<file path="config.mk">
export PLATFORM = sky130hd
export DESIGN_NAME = vde_cosine
export DESIGN_NICKNAME = d
export VERILOG_FILES = /design/src/rtl/core/vde_pkg.sv /design/src/rtl/core/vde_mul.sv /design/src/rtl/core/vde_cosine.sv
export SDC_FILE = /design/constraint.sdc
export NUM_CORES = 2
export LEC_CHECK = 0
export BUFFER_PORTS_ARGS = -buffer_cell sky130_fd_sc_hd__buf_4
export CORE_ASPECT_RATIO = 1.1
export CORE_MARGIN = 2
export CORE_UTILIZATION = 45
export DETAILED_ROUTE_END_ITERATION = 16
export SLEW_MARGIN = 5
export SYNTH_ARGS = -nofsm -noshare
export SYNTH_HDL_FRONTEND = slang
export SYNTH_SLANG_ARGS = --single-unit
</file>
<file path="constraint.sdc">
create_clock -name clock -period 16.18 [get_ports clock]
set_clock_uncertainty 0.05 [all_clocks]
set_input_delay 2.427 -clock clock [delete_from_list [all_inputs] [get_ports clock]]
set_output_delay 2.427 -clock clock [all_outputs]
set_load 0.01 [all_outputs]
</file>
<file path="src/rtl/core/vde_pkg.sv">
// vde_pkg: shared widths, constants and the final-sum struct for the vector distance engine
// no dependencies; imported by every module of the engine
`timescale 1ns / 1ps
`default_nettype none
package vde_pkg;

   // running sum widths
   localparam int SQ_W   = 45;
   localparam int DOT_W  = 44;
   localparam int NORM_W = 43;
   localparam int DIST_W = 44;

   // cosine result in unsigned q2.16
   localparam int Q_W = 18;
   localparam logic [Q_W-1:0] Q_ONE = 18'd65536;
   localparam logic [Q_W-1:0] Q_MAX = 18'd131072;

   // k = 131073 - 2q, and its square
   localparam int K_W  = 20;
   localparam int KM_W = 18;
   localparam int KK_W = 35;
   localparam logic signed [K_W-1:0] K_BASE = 20'sd131073;

   // shift-add multiplier operands
   localparam int MUL_A_W   = 86;
   localparam int MUL_B_W   = 44;
   localparam int MUL_P_W   = MUL_A_W + MUL_B_W;
   localparam int MUL_CNT_W = 6;

   localparam int PROD_W = 2 * NORM_W;
   localparam int DSQ_W  = 2 * DOT_W;
   localparam int LSQ_SH = 34;
   localparam int LSQ_W  = DSQ_W + LSQ_SH;

   typedef struct packed {
      logic [SQ_W-1:0]   sq;
      logic [DOT_W-1:0]  dot;
      logic [NORM_W-1:0] na;
      logic [NORM_W-1:0] nb;
      logic              ovf;
   } sums_type;

endpackage
`default_nettype wire

</file>
<file path="src/rtl/core/vde_mul.sv">
// vde_mul: shift-add multiplier, one multiplier bit per cycle
// depends on vde_pkg
`timescale 1ns / 1ps
`default_nettype none
module vde_mul
   import vde_pkg::*;
(
   input  wire logic               clock,
   input  wire logic               reset,
   input  wire logic               start,
   input  wire logic [MUL_A_W-1:0] a,
   input  wire logic [MUL_B_W-1:0] b,
   output logic                    done_ff,
   output logic [MUL_P_W-1:0]      acc_ff
);

   logic [MUL_P_W-1:0]   acc_in, a_sh_ff, a_sh_in;
   logic [MUL_B_W-1:0]   b_sh_ff, b_sh_in;
   logic [MUL_CNT_W-1:0] cnt_ff, cnt_in;
   logic                 busy_ff, busy_in, done_in;

   always_comb begin
      acc_in  = acc_ff;
      a_sh_in = a_sh_ff;
      b_sh_in = b_sh_ff;
      cnt_in  = cnt_ff;
      busy_in = busy_ff;
      done_in = 1'b0;
      if (start) begin
         acc_in  = '0;
         a_sh_in = MUL_P_W'(a);
         b_sh_in = b;
         cnt_in  = MUL_CNT_W'(MUL_B_W);
         busy_in = 1'b1;
      end else if (busy_ff) begin
         if (b_sh_ff[0]) begin
            acc_in = acc_ff + a_sh_ff;
         end
         a_sh_in = a_sh_ff << 1;
         b_sh_in = b_sh_ff >> 1;
         cnt_in  = cnt_ff - 1'b1;
         if (cnt_ff == MUL_CNT_W'(1)) begin
            busy_in = 1'b0;
            done_in = 1'b1;
         end
      end
   end

   always_ff @(posedge clock) begin
      if (reset) begin
         busy_ff <= 1'b0;
         done_ff <= 1'b0;
      end else begin
         busy_ff <= busy_in;
         done_ff <= done_in;
      end
      acc_ff  <= acc_in;
      a_sh_ff <= a_sh_in;
      b_sh_ff <= b_sh_in;
      cnt_ff  <= cnt_in;
   end

endmodule
`default_nettype wire

</file>
<file path="src/rtl/core/vde_cosine.sv">
// vde_cosine: cosine distance by bisection on q, exact compare of squared terms
// depends on vde_pkg and vde_mul
`timescale 1ns / 1ps
`default_nettype none
module vde_cosine
   import vde_pkg::*;
(
   input  wire logic           clock,
   input  wire logic           reset,
   input  wire logic           start,
   input  wire sums_type       sums,
   input  wire logic           res_ack,
   output logic                idle,
   output logic                res_valid,
   output logic [Q_W-1:0]      res_q,
   output logic                res_zero
);

   typedef enum logic [2:0] {
      S_IDLE, S_PROD, S_LSQ, S_SETUP, S_START, S_TEST, S_DECIDE, S_DONE
   } state_type;

   typedef enum logic [1:0] { PH_HI, PH_LO, PH_LOOP } phase_type;

   state_type            state_ff, state_in;
   phase_type            phase_ff, phase_in;
   logic                 dneg_ff, dneg_in;
   logic [DOT_W-1:0]     dmag_ff, dmag_in;
   logic [PROD_W-1:0]    prod_ff, prod_in;
   logic [LSQ_W-1:0]     lsq_ff, lsq_in;
   logic [Q_W-1:0]       q_ff, q_in, lo_ff, lo_in, hi_ff, hi_in, nlo, nhi;
   logic [Q_W:0]         mid_sum;
   logic [KK_W-1:0]      kk_ff, kk_in;
   logic                 early_ff, early_in, verdict_ff, verdict_in;
   logic                 zero_ff, zero_in;
   logic signed [K_W-1:0] k;
   logic [K_W-1:0]       kmag;
   logic [2*KM_W-1:0]    kk_full;
   logic                 mul_start, mul_done;
   logic [MUL_A_W-1:0]   mul_a;
   logic [MUL_B_W-1:0]   mul_b;
   logic [MUL_P_W-1:0]   mul_p;
   logic                 lsq_ge, lsq_le;

   vde_mul u_mul (
      .clock   (clock),
      .reset   (reset),
      .start   (mul_start),
      .a       (mul_a),
      .b       (mul_b),
      .done_ff (mul_done),
      .acc_ff  (mul_p)
   );

   assign idle      = (state_ff == S_IDLE);
   assign res_valid = (state_ff == S_DONE);
   assign res_q     = q_ff;
   assign res_zero  = zero_ff;

   always_comb begin
      k       = K_BASE - $signed({1'b0, q_ff, 1'b0});
      kmag    = k[K_W-1] ? K_W'(-k) : K_W'(k);
      kk_full = kmag[KM_W-1:0] * kmag[KM_W-1:0];
      lsq_ge  = lsq_ff >= LSQ_W'(mul_p);
      lsq_le  = lsq_ff <= LSQ_W'(mul_p);
      nlo     = verdict_ff ? q_ff : lo_ff;
      nhi     = verdict_ff ? hi_ff : q_ff;
      mid_sum = (Q_W+1)'(nlo) + (Q_W+1)'(nhi);
   end

   always_comb begin
      state_in   = state_ff;
      phase_in   = phase_ff;
      dneg_in    = dneg_ff;
      dmag_in    = dmag_ff;
      prod_in    = prod_ff;
      lsq_in     = lsq_ff;
      q_in       = q_ff;
      lo_in      = lo_ff;
      hi_in      = hi_ff;
      kk_in      = kk_ff;
      early_in   = early_ff;
      verdict_in = verdict_ff;
      zero_in    = zero_ff;
      mul_start  = 1'b0;
      mul_a      = MUL_A_W'(prod_ff);
      mul_b      = MUL_B_W'(kk_ff);
      unique case (state_ff)
         S_IDLE: begin
            if (start) begin
               dneg_in = sums.dot[DOT_W-1];
               dmag_in = sums.dot[DOT_W-1] ? -sums.dot : sums.dot;
               if (sums.na == '0 || sums.nb == '0) begin
                  // degenerate vector: distance is exactly one
                  zero_in  = 1'b1;
                  q_in     = Q_ONE;
                  state_in = S_DONE;
               end else begin
                  zero_in   = 1'b0;
                  mul_start = 1'b1;
                  mul_a     = MUL_A_W'(sums.na);
                  mul_b     = MUL_B_W'(sums.nb);
                  state_in  = S_PROD;
               end
            end
         end
         S_PROD: begin
            if (mul_done) begin
               prod_in   = mul_p[PROD_W-1:0];
               mul_start = 1'b1;
               mul_a     = MUL_A_W'(dmag_ff);
               mul_b     = MUL_B_W'(dmag_ff);
               state_in  = S_LSQ;
            end
         end
         S_LSQ: begin
            if (mul_done) begin
               lsq_in   = {mul_p[DSQ_W-1:0], {LSQ_SH{1'b0}}};
               phase_in = PH_HI;
               q_in     = Q_MAX;
               state_in = S_SETUP;
            end
         end
         S_SETUP: begin
            kk_in = kk_full[KK_W-1:0];
            if (!k[K_W-1] && (dneg_ff || dmag_ff == '0)) begin
               early_in   = 1'b1;
               verdict_in = 1'b1;
            end else if (k[K_W-1] && !dneg_ff) begin
               early_in   = 1'b1;
               verdict_in = 1'b0;
            end else begin
               early_in = 1'b0;
            end
            state_in = S_START;
         end
         S_START: begin
            if (early_ff) begin
               state_in = S_DECIDE;
            end else begin
               mul_start = 1'b1;
               state_in  = S_TEST;
            end
         end
         S_TEST: begin
            if (mul_done) begin
               verdict_in = dneg_ff ? lsq_ge : lsq_le;
               state_in   = S_DECIDE;
            end
         end
         S_DECIDE: begin
            unique case (phase_ff)
               PH_HI: begin
                  if (verdict_ff) begin
                     state_in = S_DONE;
                  end else begin
                     phase_in = PH_LO;
                     q_in     = '0;
                     state_in = S_SETUP;
                  end
               end
               PH_LO: begin
                  if (!verdict_ff) begin
                     state_in = S_DONE;
                  end else begin
                     phase_in = PH_LOOP;
                     lo_in    = '0;
                     hi_in    = Q_MAX;
                     q_in     = Q_MAX >> 1;
                     state_in = S_SETUP;
                  end
               end
               PH_LOOP: begin
                  lo_in = nlo;
                  hi_in = nhi;
                  if (nhi - nlo > Q_W'(1)) begin
                     q_in     = mid_sum[Q_W:1];
                     state_in = S_SETUP;
                  end else begin
                     q_in     = nlo;
                     state_in = S_DONE;
                  end
               end
               default: begin
                  state_in = S_IDLE;
               end
            endcase
         end
         S_DONE: begin
            if (res_ack) begin
               state_in = S_IDLE;
            end
         end
         default: begin
            state_in = S_IDLE;
         end
      endcase
   end

   always_ff @(posedge clock) begin
      if (reset) begin
         state_ff <= S_IDLE;
         phase_ff <= PH_HI;
      end else begin
         state_ff <= state_in;
         phase_ff <= phase_in;
      end
      dneg_ff    <= dneg_in;
      dmag_ff    <= dmag_in;
      prod_ff    <= prod_in;
      lsq_ff     <= lsq_in;
      q_ff       <= q_in;
      lo_ff      <= lo_in;
      hi_ff      <= hi_in;
      kk_ff      <= kk_in;
      early_ff   <= early_in;
      verdict_ff <= verdict_in;
      zero_ff    <= zero_in;
   end

endmodule
`default_nettype wire
</file>
# Word level (Yosys, flattened, before mapping)
# Cells that the tools add are included.
[op_classes]
bitwise = 1
eq_ne = 22
n_lt_le_gt_ge = 3
addsub = 7
n_mul = 1
n_reduce_logical = 26
n_mux = 61
[op_table]
columns = ["op", "count"]
rows = [
  ["$mux W86", 5],
  ["$mux W18", 11],
  ["$pmux W86 S2", 1],
  ["$mux W44", 3],
  ["$add A130 B130 Y130", 1],
  ["$mux W43", 3],
  ["$ge A122 B122 Y1", 1],
  ["$le A122 B122 Y1", 1],
  ["$pmux W18 S3", 2],
  ["$pmux W44 S2", 1],
  ["$logic_not A43 Y1", 2],
  ["$pmux W18 S2", 2],
  ["$logic_not A44 Y1", 1],
  ["$neg A44 Y44", 1],
  ["$mul A18 B18 Y35", 1],
  ["$mux W3", 9],
  ["$pmux W3 S8", 1],
  ["$sub A18 B19 Y20 const A", 1],
  ["$add A18 B18 Y19", 1],
  ["$gt A18 B1 Y1 const B", 1],
  ["$neg A18 Y18", 1],
  ["$sub A18 B18 Y18", 1],
  ["$mux W1", 14],
  ["$eq A3 B3 Y1 const B", 4],
  ["other kinds (29)", 52],
]
[word_totals]
out_inout_bits = 21
regBits = 628
input_bits = 180
word_cells = 142

# Longest topological paths before layout
[depth]
ltp_word = 6
mapped_depth = 39
mapped_depth_nobuf = 37

# Cells and area by module
# A second synthesis with hierarchy kept.
[hier_totals]
cells_unflattened = 4886
area_unflattened_um2 = 47395.5
[modules_own_cells]
columns = ["mod", "area_per_inst_um2", "seq_area_each_um2", "instances", "cells_per_inst"]
rows = [
  ["vde_cosine", 27067.2, 9349.0, 1, 2583],
  ["vde_mul", 20328.2, 7547.2, 1, 2303],
]

# Worst setup path after synthesis
# Ideal clock, no wire load.
[synth_path]
path_kind = "input -> register"
start = "in start"
end = "reg u_mul.a_sh_ff[0] (enable)"
path_buffers = 2
arrival_ns = 9.352
slack_ns = 6.282
required_time_ns = 15.634
path_stages = 6
setup_ns = 0.496
path_cell_list = "inv_1 nor3_1 and2_1 clkbuf_1 clkbuf_1 or3_1"
[synth_between]
elab_chain_len = 3
[synth_lines]
columns = ["element", "line", "source"]
rows = [
  ["start, declared", "vde_cosine.sv:10", "input wire logic start,"],
  ["$mux W1", "vde_cosine.sv:90", "if (start) begin"],
  ["$pmux W1 S3", "vde_cosine.sv:88", "unique case (state_ff)"],
  ["$reduce_bool A2 Y1 (no source line)", "-", ""],
  ["end signal, assigned", "vde_mul.sv:58", "a_sh_ff <= a_sh_in;"],
  ["end, declared", "vde_mul.sv:17", "logic [MUL_P_W-1:0] acc_in, a_sh_ff, a_sh_in;"],
]
# No other way between the ends.
# A chain may end at the register's enable or synchronous reset.

# Worst setup path after layout
[layout_path]
start = "reg q_ff[0], in the netlist res_q[0]"
end = "reg kk_ff[33] (data pin)"
[layout_between]
elab_chain_len = 4
[layout_lines]
columns = ["element", "line", "source"]
rows = [
  ["start, declared", "vde_cosine.sv:31", "logic [Q_W-1:0] q_ff, q_in, lo_ff, lo_in, hi_ff, hi_in, nlo, nhi;"],
  ["start signal, assigned", "vde_cosine.sv:212", "q_ff <= q_in;"],
  ["$sub A18 B19 Y20 *", "vde_cosine.sv:61", "k = K_BASE - $signed({1'b0, q_ff, 1'b0});"],
  ["$neg A18 Y18", "vde_cosine.sv:62", "kmag = k[K_W-1] ? K_W'(-k) : K_W'(k);"],
  ["$mux W18 *", "vde_cosine.sv:62", ""],
  ["$mul A18 B18 Y35 *", "vde_cosine.sv:63", "kk_full = kmag[KM_W-1:0] * kmag[KM_W-1:0];"],
  ["via kk_full[33]", "vde_cosine.sv:38", "logic [2*KM_W-1:0] kk_full;"],
  ["end signal, assigned", "vde_cosine.sv:215", "kk_ff <= kk_in;"],
  ["end, declared", "vde_cosine.sv:33", "logic [KK_W-1:0] kk_ff, kk_in;"],
]
# Mark *: on every way through the listed nets, which the timed path passes. The rest lies on a longest branch.

==> metrics.yaml <==
status:
  outcome: "finished, final reports clean"
power_and_ir_drop:
  swShare: 0.449
  p_total_mw: 9.73
  cellPowerDensity_nw_per_um2: 196
  clkPwrFrac: 0.176
  power_frac_comb: 0.554
  power_frac_seq: 0.270
  internal_power_mw: 5.37
  switchingPower_mw: 4.37
  vdd_drop_max_v: 0.000143
  leakagePower_nw: 20.7
floorplanning:
  die_area_um2: 102000
  ioPinCount: 201
  core.rowCount: 121
  fp.coreArea_um2: 98700
  start_util: 0.453
  die_w_um: 305
  die_h_um: 335
route:
  drtIter0Drc: 2504
  drt_first_pass_iters: 8
  wire_per_inst_um: 22.8
  top_layer: "met5"
  via_per_inst: 5.74
  wl_met3_um: 7220
  wl_um: 141000
  drc: 0
  wl_met2_um: 69700
  drtAntennaViolNets: 0
  via_count: 35591
  met1Wirelength_um: 56000
layout:
  synthToLayoutAreaGrowth_pct: 10.8
  fin_util: 0.502
  final_cell_mix: "nand2_1 (560), inv_1 (509), nor2_1 (478)"
  n_antenna_cell: 0
  stdcell_count: 6204
  fin_nets: 5618
  register_area_um2: 16600
  fillers: 9258
  final_common_cell: "nand2_1"
  drive_above_1_share: 0.0771
  final_cell_area_um2: 49600
  multi_input_area_um2: 25500
clocking:
  clock_sinks: 609
  holdBufCountCts: 0
  path_clk_slew_ns: 0.06
  cts_tree: "done"
  cts_resized: 0
  cts_root_buf: "clkbuf_16"
  cts_buffers: 72
  cts_buffer_depth: 3
  post_cts_buffers: 0
  insertion_delay_ns: 0.66
  ctsHtreeMaxLevel: 3
critical_path:
  path_class: "flop to flop"
  worstRegToRegCells: 34
  cp.depth: 34
  cp_top_family: "adder cells"
  end_kind: "flop"
  worstPathMaxFanout: 20
  path_buf_inv: 8
  cp_slowest_stage_delay_ns: 0.69
  cp.required_ns: 16.51
  cp_slowest_cell: "clkinv_1"
  worstSetupStartpointType: "flop"
  cp.arrival_ns: 10.74
synthesis:
  synthesis.area_um2: 44700
  yosysUniqueCellTypes: 72
  yosys_warnings: 0
  synth_flop_cell: "edfxtp_1"
  syn_nets: 5566
  ys_ff_latch: 609
  avgSynthCellArea_um2: 9.32
  synth_async_sr_flop_share: 0
  syn_inst: 4802
  synth_edf_count: 438
  yosysSeqAreaShare: 0.370
grt:
  first_global_vias: 35900
  overflow: 0
  track_usage: 0.276
  grt_max_degree: 117
  antenna_found_initial: 2
  grt_pass1_wl_um: 215000
sta:
  slew_headroom: 0.190
  tightestPinTransition_ns: 1.20
  hold_ws_ns: 0.422
  drv_slew: 0
  fin_crit_sh: 0.643
  setup_viol: 0
  rsz0062_at_grt: "no"
  final_hold_viol_count: 0
  fin_ws_ns: 5.77
  finalCriticalPeriod_ns: 10.41
  max_freq_mhz: 96.1
  fin_setup_tns_ns: 0
placement:
  placed_area_um2: 47100
  hpwl_um: 109000
  dpl.cell_count: 6071
  portBuffers: 154
  dp_slack_ns: 5.72
  place_congestion: 0.946
job:
  drv_cap: 0
hold_path:
  hp-class: "flop to flop"
  holdPathStages: 2
==> kinds of logic after synthesis <==
family	share of synthesized area
xor+xnor	0.0476
mux	0.0202
compound gates	0.144
flops	0.370
buf+inv	0.0616
fa+ha+maj	0.201
simple gates	0.154
==> state kept, by name, indices dropped and copies added, names as in the netlist <==
name	flops
dneg_ff	1
verdict_ff	1
u_mul.busy_ff	1
hi_ff	18
u_mul.cnt_ff	6
res_zero	1
lo_ff	18
u_mul.acc_ff	122
u_mul.b_sh_ff	44
u_mul.a_sh_ff	122
state_ff	3
res_q	18
phase_ff	2
early_ff	1
u_mul.done_ff	1
kk_ff	32
lsq_ff	88
prod_ff	86
dmag_ff	44
==> cell type report <==
type / instances / share of cell area
timing repair buffer: 196 / 0.0299
sequential: 609 / 0.334
multi-input combinational: 3459 / 0.514
tap: 1291 / 0.0326
clock inverter: 39 / 0.00992
clock buffer: 94 / 0.0399
inverter: 516 / 0.0391
==> path summary, 6_finish.rpt <==
path / slack [ns] / endpoint / start
setup / recovery: 5.77 / kk_ff[33]$_DFFE_PP_ / res_q[0]$_SDFFCE_PP0P_
hold / removal: 0.42 / u_mul.busy_ff$_SDFF_PP0_ / u_mul.busy_ff$_SDFF_PP0_
setup reg to reg: 5.77 / kk_ff[33]$_DFFE_PP_ / res_q[0]$_SDFFCE_PP0P_
hold reg to reg: 0.42 / u_mul.busy_ff$_SDFF_PP0_ / u_mul.busy_ff$_SDFF_PP0_
==> power groups by stage <==
stage               Sequential [mW]  Clock (mW)  Combinational (mW)
CTS                            2.62        1.74                5.39
detailed placement             2.65           0                5.35
floorplan                      2.50           0                4.03
global placement               2.65           0                5.29
finish                         2.62        1.72                5.39
global route                   2.66        1.80                6.04
==> Yosys cell counts (7+ instances only) <==
cell        n  area [µm²]
inv_1     509        1910
nand3b_1    8        60.1
fa_1      227        4540
or4_1      12        90.1
xor2_1     50         438
nor3b_1     7        52.6
o41ai_1    13         114
a21boi_0   10        75.1
clkbuf_1  198         743
ha_1      357        4470
a21o_1    118         886
and2_1     32         200
nor4_1     60         375
nand3_1   114         571
o21ai_0   192         961
a21oi_1   346        1730
buf_1      18        67.6
mux2_2     19         214
mux2i_1    69         691
o211ai_1   15         113
nor2b_1    22         138
nand2_1   562        2110
or3_1      20         125
a311oi_1    7        61.3
dfxtp_1   171        3420
o221ai_1   10        87.6
nor2_1    483        1810
nor3_1     51         255
a211oi_1   41         308
a221oi_1   66         578
nand4_1    83         519
o31ai_1    23         173
nand2b_1   28         175
o21bai_1   40         300
o21a_1     21         158
or2_2      14        87.6
and3_1     15        93.8
edfxtp_1  438       13200
a31oi_1    25         156
o31a_1      8        70.1
a222oi_1   26         260
xnor2_1   193        1690
==> metal layers <==
layer  track usage  vias up
li1              -    16885
met1         0.322    17326
met2         0.487     1066
met3        0.0428      310
met4         0.150        4
met5             0        -
==> worst reg2reg max path: cells and delay by family, from the launching register on <==
family                   cells  cell delay [ns]
adder cells (fa/ha/maj)      8             3.61
AO/OA/AOI/OAI               10             2.44
buffers and inverters        8             1.56
flip-flops                   1             0.50
XOR/XNOR                     2             0.75
AND/OR/NAND/NOR              6             1.24
No activity file was read; power rests on OpenSTA's default activity.
